$ cat src/design/rau_pkg.sv
`timescale 1ns / 1ps
`default_nettype none

package rau_pkg;

  localparam int W  = 16;      // operand width
  localparam int MW = 2 * W;   // width of exact intermediate magnitudes
  localparam int CW = $clog2(MW + 1);

  localparam int IN_TDATA_W  = 4 * W;
  localparam int OUT_TDATA_W = ((2 * W + 1 + 7) / 8) * 8;

  localparam logic [3:0] OP_ADD = 4'd0;
  localparam logic [3:0] OP_SUB = 4'd1;
  localparam logic [3:0] OP_MUL = 4'd2;
  localparam logic [3:0] OP_DIV = 4'd3;
  localparam logic [3:0] OP_EQ  = 4'd4;
  localparam logic [3:0] OP_NE  = 4'd5;
  localparam logic [3:0] OP_GT  = 4'd6;
  localparam logic [3:0] OP_LT  = 4'd7;
  localparam logic [3:0] OP_RED = 4'd8;

  localparam logic [1:0] ST_OK       = 2'd0;
  localparam logic [1:0] ST_ZERO_GCD = 2'd1;
  localparam logic [1:0] ST_OVERFLOW = 2'd2;

  typedef enum logic [4:0] {
    DP_NONE, DP_LOAD, DP_GCD_DEN, DP_PQ, DP_DIV_GCD, DP_GCD_STEP, DP_ERR,
    DP_MUL_DEN, DP_DIV_LCM, DP_LCM_SET, DP_DIV_SL, DP_SL_SET, DP_DIV_SR,
    DP_SR_SET, DP_XY, DP_COMBINE, DP_DIV_QN, DP_QN_SET, DP_DIV_QD,
    DP_QD_SET, DP_FIN, DP_PUBLISH
  } dp_op_t;

  typedef struct packed {
    dp_op_t op;
  } rau_cmd_t;

  typedef struct packed {
    logic [3:0] opcode;
    logic       ga_zero;
    logic       gb_zero;
    logic       div_done;
  } rau_sts_t;

  function automatic logic [W-1:0] mag_w(input logic signed [W-1:0] v);
    return v[W-1] ? W'(-v) : W'(v);
  endfunction

endpackage

`default_nettype wire

$ cat src/design/rau_div.sv
`timescale 1ns / 1ps
`default_nettype none

module rau_div
  import rau_pkg::*;
(
  input  wire logic          clk,
  input  wire logic          rst,
  input  wire logic          start,
  input  wire logic [MW-1:0] dividend,
  input  wire logic [MW-1:0] divisor,
  output logic      [MW-1:0] quot,
  output logic      [MW-1:0] rem,
  output logic               done
);

  logic [MW-1:0] dsor;
  logic [CW-1:0] cnt;
  logic          busy;
  logic [MW:0]   shifted;
  logic          fit;

  // One quotient bit per cycle, restoring form
  assign shifted = {rem, quot[MW-1]};
  assign fit     = shifted >= {1'b0, dsor};

  always_ff @(posedge clk) begin
    if (rst) begin
      busy <= 1'b0;
      done <= 1'b0;
      cnt  <= '0;
    end else begin
      done <= 1'b0;
      if (start) begin
        busy <= 1'b1;
        cnt  <= CW'(MW);
      end else if (busy) begin
        cnt <= cnt - 1'b1;
        if (cnt == CW'(1)) begin
          busy <= 1'b0;
          done <= 1'b1;
        end
      end
    end
  end

  always_ff @(posedge clk) begin
    if (start) begin
      quot <= dividend;
      rem  <= '0;
      dsor <= divisor;
    end else if (busy) begin
      quot <= {quot[MW-2:0], fit};
      rem  <= fit ? MW'(shifted - {1'b0, dsor}) : shifted[MW-1:0];
    end
  end

endmodule

`default_nettype wire

$ cat src/design/rau_datapath.sv
`timescale 1ns / 1ps
`default_nettype none

module rau_datapath
  import rau_pkg::*;
(
  input  wire logic                   clk,
  input  wire logic                   rst,
  input  wire rau_cmd_t               cmd,
  output rau_sts_t                    sts,
  input  wire logic [3:0]             in_opcode,
  input  wire logic signed [W-1:0]    in_lhs_num,
  input  wire logic signed [W-1:0]    in_lhs_den,
  input  wire logic signed [W-1:0]    in_rhs_num,
  input  wire logic signed [W-1:0]    in_rhs_den,
  output logic signed [W-1:0]         res_num,
  output logic signed [W-1:0]         res_den,
  output logic                        compare_true,
  output logic [1:0]                  status
);

  logic [3:0]          opcode;
  logic signed [W-1:0] ln, ld, rn, rd;
  logic [MW-1:0]       ga, gb;
  logic                gna, gnb, gk;
  logic [MW-1:0]       prod;
  logic [MW-1:0]       lcm_m, sl_m, sr_m;
  logic                lcm_n, sl_n, sr_n;
  logic signed [MW:0]  x, y;
  logic [MW-1:0]       num_m, den_m, qn, qd;
  logic                num_n, den_n;
  logic signed [W-1:0] rs_num, rs_den;
  logic                rs_cmp;
  logic [1:0]          rs_status;

  logic                div_start, div_done;
  logic [MW-1:0]       div_a, div_b, div_q, div_r;

  logic                g_neg;
  logic [MW-1:0]       xm, ym;
  logic [MW+1:0]       sum;
  logic                sum_neg;
  logic [MW-1:0]       sum_m;
  logic                fn, fd, ok_n, ok_d;
  logic [MW-1:0]       half;

  assign g_neg = gk ? gnb : gna;
  assign half  = MW'(1) << (W - 1);

  assign xm  = MW'(sl_m[W-1:0]) * MW'(mag_w(ln));
  assign ym  = MW'(sr_m[W-1:0]) * MW'(mag_w(rn));
  assign sum = {x[MW], x} + {y[MW], y};
  assign sum_neg = sum[MW+1];
  assign sum_m   = sum_neg ? MW'(-sum) : sum[MW-1:0];

  assign fn   = (num_n != g_neg) && (qn != '0);
  assign fd   = (den_n != g_neg) && (qd != '0);
  assign ok_n = fn ? (qn <= half) : (qn < half);
  assign ok_d = fd ? (qd <= half) : (qd < half);

  always_comb begin
    div_start = 1'b1;
    div_a     = ga;
    div_b     = gb;
    case (cmd.op)
      DP_DIV_GCD: begin div_a = ga;    div_b = gb;               end
      DP_DIV_LCM: begin div_a = prod;  div_b = ga;               end
      DP_DIV_SL:  begin div_a = lcm_m; div_b = MW'(mag_w(ld));   end
      DP_DIV_SR:  begin div_a = lcm_m; div_b = MW'(mag_w(rd));   end
      DP_DIV_QN:  begin div_a = num_m; div_b = ga;               end
      DP_DIV_QD:  begin div_a = den_m; div_b = ga;               end
      default:    div_start = 1'b0;
    endcase
  end

  rau_div u_div (
    .clk      (clk),
    .rst      (rst),
    .start    (div_start),
    .dividend (div_a),
    .divisor  (div_b),
    .quot     (div_q),
    .rem      (div_r),
    .done     (div_done)
  );

  assign sts.opcode   = opcode;
  assign sts.ga_zero  = (ga == '0);
  assign sts.gb_zero  = (gb == '0);
  assign sts.div_done = div_done;

  always_ff @(posedge clk) begin
    case (cmd.op)
      DP_LOAD: begin
        opcode    <= in_opcode;
        ln        <= in_lhs_num;
        ld        <= in_lhs_den;
        rn        <= in_rhs_num;
        rd        <= in_rhs_den;
        rs_num    <= '0;
        rs_den    <= '0;
        rs_cmp    <= 1'b0;
        rs_status <= ST_OK;
      end
      DP_GCD_DEN: begin
        ga  <= MW'(mag_w(ld));
        gb  <= MW'(mag_w(rd));
        gna <= ld[W-1];
        gnb <= rd[W-1];
        gk  <= 1'b0;
      end
      DP_PQ: begin
        case (opcode)
          OP_MUL: begin
            num_m <= MW'(mag_w(ln)) * MW'(mag_w(rn));
            den_m <= MW'(mag_w(ld)) * MW'(mag_w(rd));
            num_n <= (ln[W-1] ^ rn[W-1]) && ln != '0 && rn != '0;
            den_n <= (ld[W-1] ^ rd[W-1]) && ld != '0 && rd != '0;
          end
          OP_DIV: begin
            num_m <= MW'(mag_w(ln)) * MW'(mag_w(rd));
            den_m <= MW'(mag_w(ld)) * MW'(mag_w(rn));
            num_n <= (ln[W-1] ^ rd[W-1]) && ln != '0 && rd != '0;
            den_n <= (ld[W-1] ^ rn[W-1]) && ld != '0 && rn != '0;
          end
          default: begin
            num_m <= MW'(mag_w(ln));
            den_m <= MW'(mag_w(ld));
            num_n <= ln[W-1];
            den_n <= ld[W-1];
          end
        endcase
      end
      DP_QD_SET: qd <= div_q;
      DP_QN_SET: qn <= div_q;
      DP_GCD_STEP: begin
        ga <= gb;
        gb <= div_r;
        gk <= ~gk;
      end
      DP_ERR: rs_status <= ST_ZERO_GCD;
      DP_MUL_DEN: prod <= MW'(mag_w(ld)) * MW'(mag_w(rd));
      DP_LCM_SET: begin
        lcm_m <= div_q;
        lcm_n <= (ld[W-1] ^ rd[W-1] ^ g_neg) && (div_q != '0);
      end
      DP_SL_SET: begin
        sl_m <= (ld == '0) ? '0 : div_q;
        sl_n <= (ld != '0) && (lcm_n ^ ld[W-1]) && (div_q != '0);
      end
      DP_SR_SET: begin
        sr_m <= (rd == '0) ? '0 : div_q;
        sr_n <= (rd != '0) && (lcm_n ^ rd[W-1]) && (div_q != '0);
      end
      DP_XY: begin
        x <= (sl_n ^ ln[W-1]) ? -$signed({1'b0, xm}) : $signed({1'b0, xm});
        y <= (sr_n ^ rn[W-1] ^ (opcode == OP_SUB)) ?
             -$signed({1'b0, ym}) : $signed({1'b0, ym});
      end
      DP_COMBINE: begin
        case (opcode)
          OP_EQ:   rs_cmp <= (x == y);
          OP_NE:   rs_cmp <= (x != y);
          OP_GT:   rs_cmp <= (x > y);
          OP_LT:   rs_cmp <= (x < y);
          default: rs_cmp <= 1'b0;
        endcase
        num_m <= sum_m;
        num_n <= sum_neg;
        den_m <= lcm_m;
        den_n <= lcm_n;
        ga    <= sum_m;
        gb    <= lcm_m;
        gna   <= sum_neg;
        gnb   <= lcm_n;
        gk    <= 1'b0;
      end
      DP_FIN: begin
        if (ok_n && ok_d) begin
          rs_num <= fn ? W'(-qn) : qn[W-1:0];
          rs_den <= fd ? W'(-qd) : qd[W-1:0];
        end else begin
          rs_status <= ST_OVERFLOW;
        end
      end
      DP_PUBLISH: begin
        res_num      <= rs_num;
        res_den      <= rs_den;
        compare_true <= rs_cmp;
        status       <= rs_status;
      end
      default: ;
    endcase
    // The mul, div and reduce paths seed gcd from the pq step: the products, or the lhs fraction for reduce
    if (cmd.op == DP_PQ) begin
      gk <= 1'b0;
      case (opcode)
        OP_MUL: begin
          ga  <= MW'(mag_w(ln)) * MW'(mag_w(rn));
          gb  <= MW'(mag_w(ld)) * MW'(mag_w(rd));
          gna <= (ln[W-1] ^ rn[W-1]) && ln != '0 && rn != '0;
          gnb <= (ld[W-1] ^ rd[W-1]) && ld != '0 && rd != '0;
        end
        OP_DIV: begin
          ga  <= MW'(mag_w(ln)) * MW'(mag_w(rd));
          gb  <= MW'(mag_w(ld)) * MW'(mag_w(rn));
          gna <= (ln[W-1] ^ rd[W-1]) && ln != '0 && rd != '0;
          gnb <= (ld[W-1] ^ rn[W-1]) && ld != '0 && rn != '0;
        end
        default: begin
          ga  <= MW'(mag_w(ln));
          gb  <= MW'(mag_w(ld));
          gna <= ln[W-1];
          gnb <= ld[W-1];
        end
      endcase
    end
  end

endmodule

`default_nettype wire

$ cat src/design/rau_ctrl.sv
`timescale 1ns / 1ps
`default_nettype none

module rau_ctrl
  import rau_pkg::*;
(
  input  wire logic     clk,
  input  wire logic     rst,
  input  wire logic     in_valid,
  output logic          in_ready,
  output logic          out_valid,
  input  wire logic     out_ready,
  output rau_cmd_t      cmd,
  input  wire rau_sts_t sts
);

  typedef enum logic [18:0] {
    S_IDLE   = 19'd1 << 0,
    S_DISP   = 19'd1 << 1,
    S_GCD    = 19'd1 << 2,
    S_GWAIT  = 19'd1 << 3,
    S_GDONE  = 19'd1 << 4,
    S_LDIV   = 19'd1 << 5,
    S_LWAIT  = 19'd1 << 6,
    S_SLDIV  = 19'd1 << 7,
    S_SLWAIT = 19'd1 << 8,
    S_SRDIV  = 19'd1 << 9,
    S_SRWAIT = 19'd1 << 10,
    S_XY     = 19'd1 << 11,
    S_COMB   = 19'd1 << 12,
    S_QNWAIT = 19'd1 << 13,
    S_QDDIV  = 19'd1 << 14,
    S_QDWAIT = 19'd1 << 15,
    S_FIN    = 19'd1 << 16,
    S_DONE   = 19'd1 << 17,
    S_SPARE  = 19'd1 << 18
  } state_t;

  state_t state, state_next;
  logic   phase_den, phase_den_next;
  logic   out_valid_next;
  logic   slot_free;

  assign in_ready  = (state == S_IDLE);
  assign slot_free = !out_valid || out_ready;

  always_comb begin
    state_next     = state;
    phase_den_next = phase_den;
    out_valid_next = out_valid && !out_ready;
    cmd.op         = DP_NONE;
    case (state)
      S_IDLE: if (in_valid) begin
        cmd.op     = DP_LOAD;
        state_next = S_DISP;
      end
      S_DISP: begin
        case (sts.opcode) inside
          OP_ADD, OP_SUB, [OP_EQ:OP_LT]: begin
            cmd.op         = DP_GCD_DEN;
            phase_den_next = 1'b1;
            state_next     = S_GCD;
          end
          OP_MUL, OP_DIV, OP_RED: begin
            cmd.op         = DP_PQ;
            phase_den_next = 1'b0;
            state_next     = S_GCD;
          end
          default: state_next = S_DONE;
        endcase
      end
      S_GCD: begin
        if (sts.gb_zero) begin
          state_next = S_GDONE;
        end else begin
          cmd.op     = DP_DIV_GCD;
          state_next = S_GWAIT;
        end
      end
      S_GWAIT: if (sts.div_done) begin
        cmd.op     = DP_GCD_STEP;
        state_next = S_GCD;
      end
      S_GDONE: begin
        if (sts.ga_zero) begin
          cmd.op     = DP_ERR;
          state_next = S_DONE;
        end else if (phase_den) begin
          cmd.op     = DP_MUL_DEN;
          state_next = S_LDIV;
        end else begin
          cmd.op     = DP_DIV_QN;
          state_next = S_QNWAIT;
        end
      end
      S_LDIV: begin
        cmd.op     = DP_DIV_LCM;
        state_next = S_LWAIT;
      end
      S_LWAIT: if (sts.div_done) begin
        cmd.op     = DP_LCM_SET;
        state_next = S_SLDIV;
      end
      S_SLDIV: begin
        cmd.op     = DP_DIV_SL;
        state_next = S_SLWAIT;
      end
      S_SLWAIT: if (sts.div_done) begin
        cmd.op     = DP_SL_SET;
        state_next = S_SRDIV;
      end
      S_SRDIV: begin
        cmd.op     = DP_DIV_SR;
        state_next = S_SRWAIT;
      end
      S_SRWAIT: if (sts.div_done) begin
        cmd.op     = DP_SR_SET;
        state_next = S_XY;
      end
      S_XY: begin
        cmd.op     = DP_XY;
        state_next = S_COMB;
      end
      S_COMB: begin
        cmd.op = DP_COMBINE;
        case (sts.opcode) inside
          [OP_EQ:OP_LT]: state_next = S_DONE;
          default: begin
            phase_den_next = 1'b0;
            state_next     = S_GCD;
          end
        endcase
      end
      S_QNWAIT: if (sts.div_done) begin
        cmd.op     = DP_QN_SET;
        state_next = S_QDDIV;
      end
      S_QDDIV: begin
        cmd.op     = DP_DIV_QD;
        state_next = S_QDWAIT;
      end
      S_QDWAIT: if (sts.div_done) begin
        cmd.op     = DP_QD_SET;
        state_next = S_FIN;
      end
      S_FIN: begin
        cmd.op     = DP_FIN;
        state_next = S_DONE;
      end
      S_DONE: if (slot_free) begin
        cmd.op         = DP_PUBLISH;
        out_valid_next = 1'b1;
        state_next     = S_IDLE;
      end
      default: state_next = S_IDLE;
    endcase
  end

  always_ff @(posedge clk) begin
    if (rst) begin
      state     <= S_IDLE;
      phase_den <= 1'b0;
      out_valid <= 1'b0;
    end else begin
      state     <= state_next;
      phase_den <= phase_den_next;
      out_valid <= out_valid_next;
    end
  end

endmodule

`default_nettype wire

$ cat src/design/rational_arith_unit.sv
`timescale 1ns / 1ps
`default_nettype none
// Signed-fraction arithmetic unit: add, subtract, multiply, divide, reduce and
// compare two fractions, with every fraction result reduced by a Euclid gcd.
// Input channel s_*: one item holds an opcode (s_tuser) and two fractions
// (s_tdata). Output channel m_*: one item per input item, the reduced
// fraction and compare bit in m_tdata and the status code in m_tuser.
// Items are handled one at a time. Each remainder, the lcm and the two final
// quotients come from one shared restoring divider, one division at a time;
// every Euclid step takes one division.
// A finished item waits in an output register; the next input item is taken
// while it waits, and the following result is held until m_tready frees it.
// Reset (rst, synchronous) returns the controller to idle and drops any
// result not yet taken.
// Unused opcodes give an all-zero result with ok status.

module rational_arith_unit
  import rau_pkg::*;
(
  input  wire logic                   clk,
  input  wire logic                   rst,
  input  wire logic                   s_tvalid,
  output logic                        s_tready,
  // lhs_num, lhs_den, rhs_num, rhs_den
  input  wire logic [IN_TDATA_W-1:0]  s_tdata,
  // opcode
  input  wire logic [3:0]             s_tuser,
  output logic                        m_tvalid,
  input  wire logic                   m_tready,
  // res_num, res_den, compare_true, zero pad
  output logic [OUT_TDATA_W-1:0]      m_tdata,
  // status
  output logic [1:0]                  m_tuser
);

  rau_cmd_t            cmd;
  rau_sts_t            sts;
  logic signed [W-1:0] res_num, res_den;
  logic                compare_true;

  rau_ctrl u_ctrl (
    .clk       (clk),
    .rst       (rst),
    .in_valid  (s_tvalid),
    .in_ready  (s_tready),
    .out_valid (m_tvalid),
    .out_ready (m_tready),
    .cmd       (cmd),
    .sts       (sts)
  );

  rau_datapath u_dp (
    .clk          (clk),
    .rst          (rst),
    .cmd          (cmd),
    .sts          (sts),
    .in_opcode    (s_tuser),
    .in_lhs_num   (s_tdata[W-1:0]),
    .in_lhs_den   (s_tdata[2*W-1:W]),
    .in_rhs_num   (s_tdata[3*W-1:2*W]),
    .in_rhs_den   (s_tdata[4*W-1:3*W]),
    .res_num      (res_num),
    .res_den      (res_den),
    .compare_true (compare_true),
    .status       (m_tuser)
  );

  assign m_tdata = OUT_TDATA_W'({compare_true, res_den, res_num});

endmodule

`default_nettype wire
$ cat config.mk
export PLATFORM = sky130hd
export DESIGN_NAME = rational_arith_unit
export DESIGN_NICKNAME = d
export VERILOG_FILES = /design/src/design/rau_pkg.sv /design/src/design/rau_div.sv /design/src/design/rau_datapath.sv /design/src/design/rau_ctrl.sv /design/src/design/rational_arith_unit.sv
export SDC_FILE = /design/constraint.sdc
export NUM_CORES = 2
export LEC_CHECK = 0
export BUFFER_PORTS_ARGS = -buffer_cell sky130_fd_sc_hd__buf_2
export CAP_MARGIN = 30
export CORE_MARGIN = 1.5
export CORE_UTILIZATION = 60
export CTS_BUF_LIST = sky130_fd_sc_hd__clkbuf_8
export CTS_CLUSTER_DIAMETER = 60
export DETAILED_ROUTE_END_ITERATION = 7
export HOLD_SLACK_MARGIN = 0.15
export PLACE_DENSITY = 0.76
export SLEW_MARGIN = 20
export SYNTH_ARGS = -nofsm -noshare
export SYNTH_HDL_FRONTEND = slang
export SYNTH_SLANG_ARGS = --single-unit
$ cat constraint.sdc
create_clock -name clk -period 11 [get_ports clk]
set_clock_uncertainty 0.05 [all_clocks]
set_input_delay 0 -clock clk [delete_from_list [all_inputs] [get_ports clk]]
set_output_delay 0 -clock clk [all_outputs]
set_load 0.02 [all_outputs]
* Word-level counts from Yosys, hierarchy flattened
Index checks and enable logic that the tools add are counted.
** Storage, ports and cells
- Flip-flop bits (word level) :: 625
- Input port bits :: 72
- Output and inout port bits :: 44
- Logic and storage cells :: 286
** Operators by class
- Add/sub/neg operators :: 12
- $mul :: 6
- Order comparisons :: 9
- Equal/unequal tests :: 64
- Multiplexer cells :: 84
- Bitwise logic cells :: 12
- Reduce and logical (&&, ||, !) cells :: 54
** Operator list (number)
- 19-bit case mux with 18 select lines :: 1
- 32-bit case mux with 3 select lines :: 3
- 32-bit two-way mux :: 8
- 32-bit case mux with 2 select lines :: 4
- 16-bit by 16-bit multiplier with 32-bit output :: 6
- 19-bit two-way mux :: 10
- 16-bit two-way mux :: 8
- 32-bit case mux with 4 select lines :: 1
- 16-bit negation :: 6
- 32-bit nonzero test :: 3
- 5-bit case mux with 18 select lines :: 1
- 32-bit negation with 33-bit output :: 2
- 32-bit by 16-bit less-or-equal comparator with 1-bit output (second input constant) :: 2
- 32-bit zero test :: 2
- 32-bit by 16-bit less-than comparator with 1-bit output (second input constant) :: 2
- 16-bit case mux with 2 select lines :: 2
- 16-bit nonzero test :: 4
- 5-bit by 4-bit equality test with 1-bit output (second input constant) :: 8
- 18-bit two-way mux :: 2
- 5-bit two-way mux :: 7
- 33-bit by 33-bit adder with 34-bit output :: 1
- 33-bit equality test :: 1
- 33-bit by 32-bit >= comparator with 1-bit output :: 1
- 33-bit > comparator :: 1
- 63 further kinds :: 155

* Logic depth before layout (Yosys ltp)
- Word-level depth :: 9
- Mapped depth :: 35
- Depth with buffers taken out :: 33

* Cells and area by module
Synthesis repeated with hierarchy kept, for this count alone.
** Second synthesis, totals
- Cell total of the unflattened synthesis :: 9226
- Area total of the unflattened synthesis :: 84786.3 µm²
** Modules (own cells, without submodules)
- rau_datapath :: instances 1, cells each 8452, area each 77425.5 µm², sequential area each 15004.4 µm²
- rau_div :: instances 1, cells each 586, area each 5859.4 µm², sequential area each 2722.6 µm²
- rau_ctrl :: instances 1, cells each 179, area each 1437.6 µm², sequential area each 400.4 µm²
- rational_arith_unit :: instances 1, cells each 9, area each 63.8 µm², sequential area each 0.0 µm²

* Least setup slack after synthesis
OpenSTA, ideal clock, no wires.
- Path kind :: register to register
- Start :: register u_ctrl.state[4]
- End :: register u_dp.ga[0] (enable)
- Library setup time :: 0.394 ns
- Arrival time :: 8.547 ns
- Data required time :: 10.556 ns
- Path slack :: 2.009 ns
- Cell stages (with the launch flop) :: 11
- Buffers on the path :: 0
- Period minus slack after synthesis :: 8.991 ns
- Cells stage by stage :: dfxtp_1 -> nor4_1 -> nand3_1 -> nor2_1 -> nand2_1 -> nor3b_1 -> nor3_1 -> nand2_1 -> or4b_1 -> o41ai_1 -> or2_2
** Between the ends
- Word-level cells in the longest chain between the ends :: 4
- Elaborated cells on any way between the ends :: 24
- Those cells by class :: eq/ne: 22; mux: 1; reduce/logical: 1
** RTL lines
- start, declared :: line rau_ctrl.sv:39 : state_t state, state_next;
- start signal, assigned :: line rau_ctrl.sv:165 : state <= state_next;
- 19-bit by 18-bit equality test with 1-bit output, or another cell as far along :: line rau_ctrl.sv:52 : case (state)
- 5-bit case mux with 18 select lines * :: line rau_ctrl.sv:52
- 5-bit by 2-bit equality test with 1-bit output, or another cell as far along :: line rau_datapath.sv:93 : case (cmd.op)
- 4-bit nonzero test (no source line) *
- end signal, assigned :: line rau_datapath.sv:106 : ga <= MW'(mag_w(ld));
- end signal, assigned :: line rau_datapath.sv:137 : ga <= gb;
- end signal, assigned :: line rau_datapath.sv:172 : ga <= sum_m;
- end, declared :: line rau_datapath.sv:24 : logic [MW-1:0] ga, gb;
Mark *: on every way between the ends. The rest lies on a longest branch, timed or not.
A chain may end at the register's enable or synchronous reset.

* Worst setup path in the final report
- Start :: register u_dp.ln[3]
- End :: register u_dp.ga[22] (data pin)
** Between the ends
- Word-level cells in the longest chain between the ends :: 5
- Elaborated cells on any way between the ends :: 6
- Those cells by class :: add/sub: 1; mul: 2; mux: 3
** RTL lines
- start, declared :: line rau_datapath.sv:23 : logic signed [W-1:0] ln, ld, rn, rd;
- start signal, assigned :: line rau_datapath.sv:96 : ln <= in_lhs_num;
- 16-bit negation :: line rau_pkg.sv:46 : return v[W-1] ? W'(-v) : W'(v);
- 16-bit two-way mux * :: line rau_pkg.sv:46
- 16-bit by 16-bit multiplier with 32-bit output (on tied branches) :: line rau_datapath.sv:205, rau_datapath.sv:199
- 32-bit case mux with 2 select lines * :: line rau_datapath.sv:197 : case (opcode)
- 32-bit two-way mux * :: line rau_datapath.sv:195 : if (cmd.op == DP_PQ) begin
- end signal, assigned :: line rau_datapath.sv:199 : ga <= MW'(mag_w(ln)) * MW'(mag_w(rn));
- end signal, assigned :: line rau_datapath.sv:205 : ga <= MW'(mag_w(ln)) * MW'(mag_w(rd));
- end signal, assigned :: line rau_datapath.sv:211 : ga <= MW'(mag_w(ln));
Marks and branches as above.

==> run metrics <==
Synth-to-Final Area Change=8.51%; vias per cell=between 6 and 7; CP arrival=between 10 and 15 ns; CP top delay family=adder cells; final RePlAce weighted congestion=~1.0; top flop regs=u_dp.x x33, u_dp.y x33; CP max stage cell=a21oi_1; Slew @ Worst Pin=between 1 and 1.5 ns; H-tree lvl count=3; crit start category=flop; Die H=377 um; number of library cell types mapped by synthesis=94; footprint of the multi-input gates=58700 um^2; CTS tree=yes; hold path depth=3; # fillers=11.3k; Core Area=approximately 140000 um^2; antenna violations before repair=19; Pre-Repair DR Iteration Count=8; Final Slew Violations=0; clk sinks=~620; Starting DRT DRC Count=a little over 9k; most common cell after layout, fill and taps aside=inv_1; total I/O pin count=between 100 and 150; DP HPWL=around 210000 um; setup bufs post-CTS=0; cell area after layout=about 91000 um^2; row count=around 140; EDFF count, synth=between 500 and 600; vias=roughly 70k; crit path capture type=flop; fmax=between 100 and 150 MHz; largest net degree at the start of global routing=70; remaining global-route overflow=0; Reg-to-Reg Start=u_dp.ln[3]$_DFFE_PP_; failing checks=DRC; full die area=about 140000 um^2; Post-synth ARST share=0%; register area=about 18000 um^2; final hold vios=0; most frequent cells in the layout=inv_1, nand2_1, fa_1; largest area contributor in the netlist=fa_1; Worst Hold Class=primary input to flop; dominant cells by area after synthesis=fa_1, edfxtp_1, ha_1; WP data required=roughly 11 ns; CP Buf/Inv Count=6; critical path type=flop to flop; critical path's largest stage delay=~0.68 ns; share of cells above drive strength 1=just over 6%; minimum clock period=9.56 ns; placed cell areas=~87000 um^2; post-synthesis sequential area ratio=a little over a fifth; DR WL/cell=between 20 and 25 um; clock slew at reported path FFs=approximately 0.06 ns; Slew headroom=19.0%; # setup viols final=0; # DRC=32; Layout Nets=around 11k; drt total wl=about 280000 um; WHS Endpoint=u_dp.ld[12]$_DFFE_PP_; Synth Flop Type=edfxtp_1; FF-to-FF End=u_dp.ga[22]$_DFFE_PP_; Num CTS Buffers=107; antenna-violating nets left=0; first-pass GRT wire length=425000 um; Initial Util=about three fifths; FF-to-FF path depth=30; RSZ-0062 raised after global routing=false; Worst-Skew Late Latency=~0.9 ns; Most common cell on crit path=fa_1; hold_sp=s_tdata[28]; CTS max path bufs=3; number of max-cap violations=0; mean post-synth cell area=between 9 and 10 um^2; Root Buffer=clkbuf_8; GRT Overall Usage=39.9%; CP Max Fanout=26; Util after Layout=65.4%; vias in the first global route=just over 70k; Cell Area, Synth=83900 um^2; Ys Warns=0; Cells after Synth=slightly above 9k; Synth Register Bits=624; status=finished with violations; chip width=about 380 um; Final TNS setup=0 ns; IO buf count=around 110; R2R setup slack=about 1.4 ns; Synth top area share=between 20 and 30%; Tcrit/Tclk final=between 80% and 90%
==> tightest hold or removal path, cell delays in order <==
cell	delay, ns
dlygate4sd3_1	0.52
buf_2	0.09
dlygate4sd3_1	0.53
==> cells by family after synthesis <==
logic type / Yosys count / synth area share, %
and+or+nand+nor: 2998 / 16.1
buffers and inverters: 2034 / 9.14
adders and majority gates: 1899 / 38.8
AOI/OAI and AO/OA: 1174 / 9.28
DFF: 624 / 21.6
xor gates and xnor gates: 417 / 4.35
muxes: 61 / 0.732
other: 1 / 0.00447
==> cells in the mapped netlist, types with 56 or more instances <==
| library cell | number |
|---|---|
| a21o_1 | 102 |
| a21oi_1 | 300 |
| and2_1 | 336 |
| clkbuf_1 | 410 |
| dfxtp_1 | 61 |
| edfxtp_1 | 563 |
| fa_1 | 1166 |
| ha_1 | 733 |
| inv_1 | 1586 |
| mux2i_1 | 58 |
| nand2_1 | 1426 |
| nand3_1 | 118 |
| nor2_1 | 640 |
| nor2b_1 | 77 |
| nor3_1 | 77 |
| nor4_1 | 60 |
| o21a_1 | 56 |
| o21ai_0 | 209 |
| xnor2_1 | 268 |
| xor2_1 | 149 |
==> what timing repair did <==
| item | 4_1_cts | 5_1_grt |
|---|---|---|
| resized for setup | 0 | 0 |
| hold endpoints to repair | 157 | 0 |
| hold buffers | 147 | 0 |
==> layout make-up <==
type | instances | area share [%]
Clock buffer | 108 | 1.63
Sequential cell | 624 | 19.9
Antenna cell | 7 | 0.0192
Tap cell | 1876 | 2.58
Multi-Input combinational cell | 6556 | 64.5
Timing Repair Buffer | 466 | 4.05
Inverter | 1587 | 6.55
Clock inverter | 87 | 0.744
==> routing by layer <==
layer	vias up	global-route usage, %	part of all wire [%]
met1	33900	51.8	36
met2	4798	59.1	42
met4	10	22.0	6.9
li1	29800	-	-
met5	-	0	0.021
met3	1104	12.8	15
==> worst max-delay path by stage <==
stage | start | cells past startpoint | endpoint | slack [ns]
5_1_grt | u_dp.ln[3]$_DFFE_PP_ | 30 | u_dp.x[31]$_DFFE_PN_ | 0.85
6_report | u_dp.ln[3]$_DFFE_PP_ | 30 | u_dp.ga[22]$_DFFE_PP_ | 1.44
2_1_floorplan | u_ctrl.state[4]$_SDFFE_PP0P_ | 10 | u_dp.ga[0]$_DFFE_PP_ | 2.01
3_5_place_dp | u_dp.ln[3]$_DFFE_PP_ | 29 | u_dp.x[31]$_DFFE_PN_ | 1.50
3_3_place_gp | u_dp.ln[3]$_DFFE_PP_ | 31 | u_dp.num_m[26]$_DFFE_PP_ | 1.78
4_1_cts | u_dp.ln[3]$_DFFE_PP_ | 31 | u_dp.ga[26]$_DFFE_PP_ | 1.45
==> through the flow <==
stage	instances	hold slack (ns)	setup slack, ns
floorplan	9214	0.0489	2.01
global placement	10900	0.128	1.78
detailed placement	10900	0.128	1.50
CTS	11300	0.269	1.45
global route	11300	0.326	0.852
finish	11300	0.314	1.44
Power is left out: the tool's default activity adds up to more than one toggle a clock period on the data nets, which glitch-free logic cannot reach.
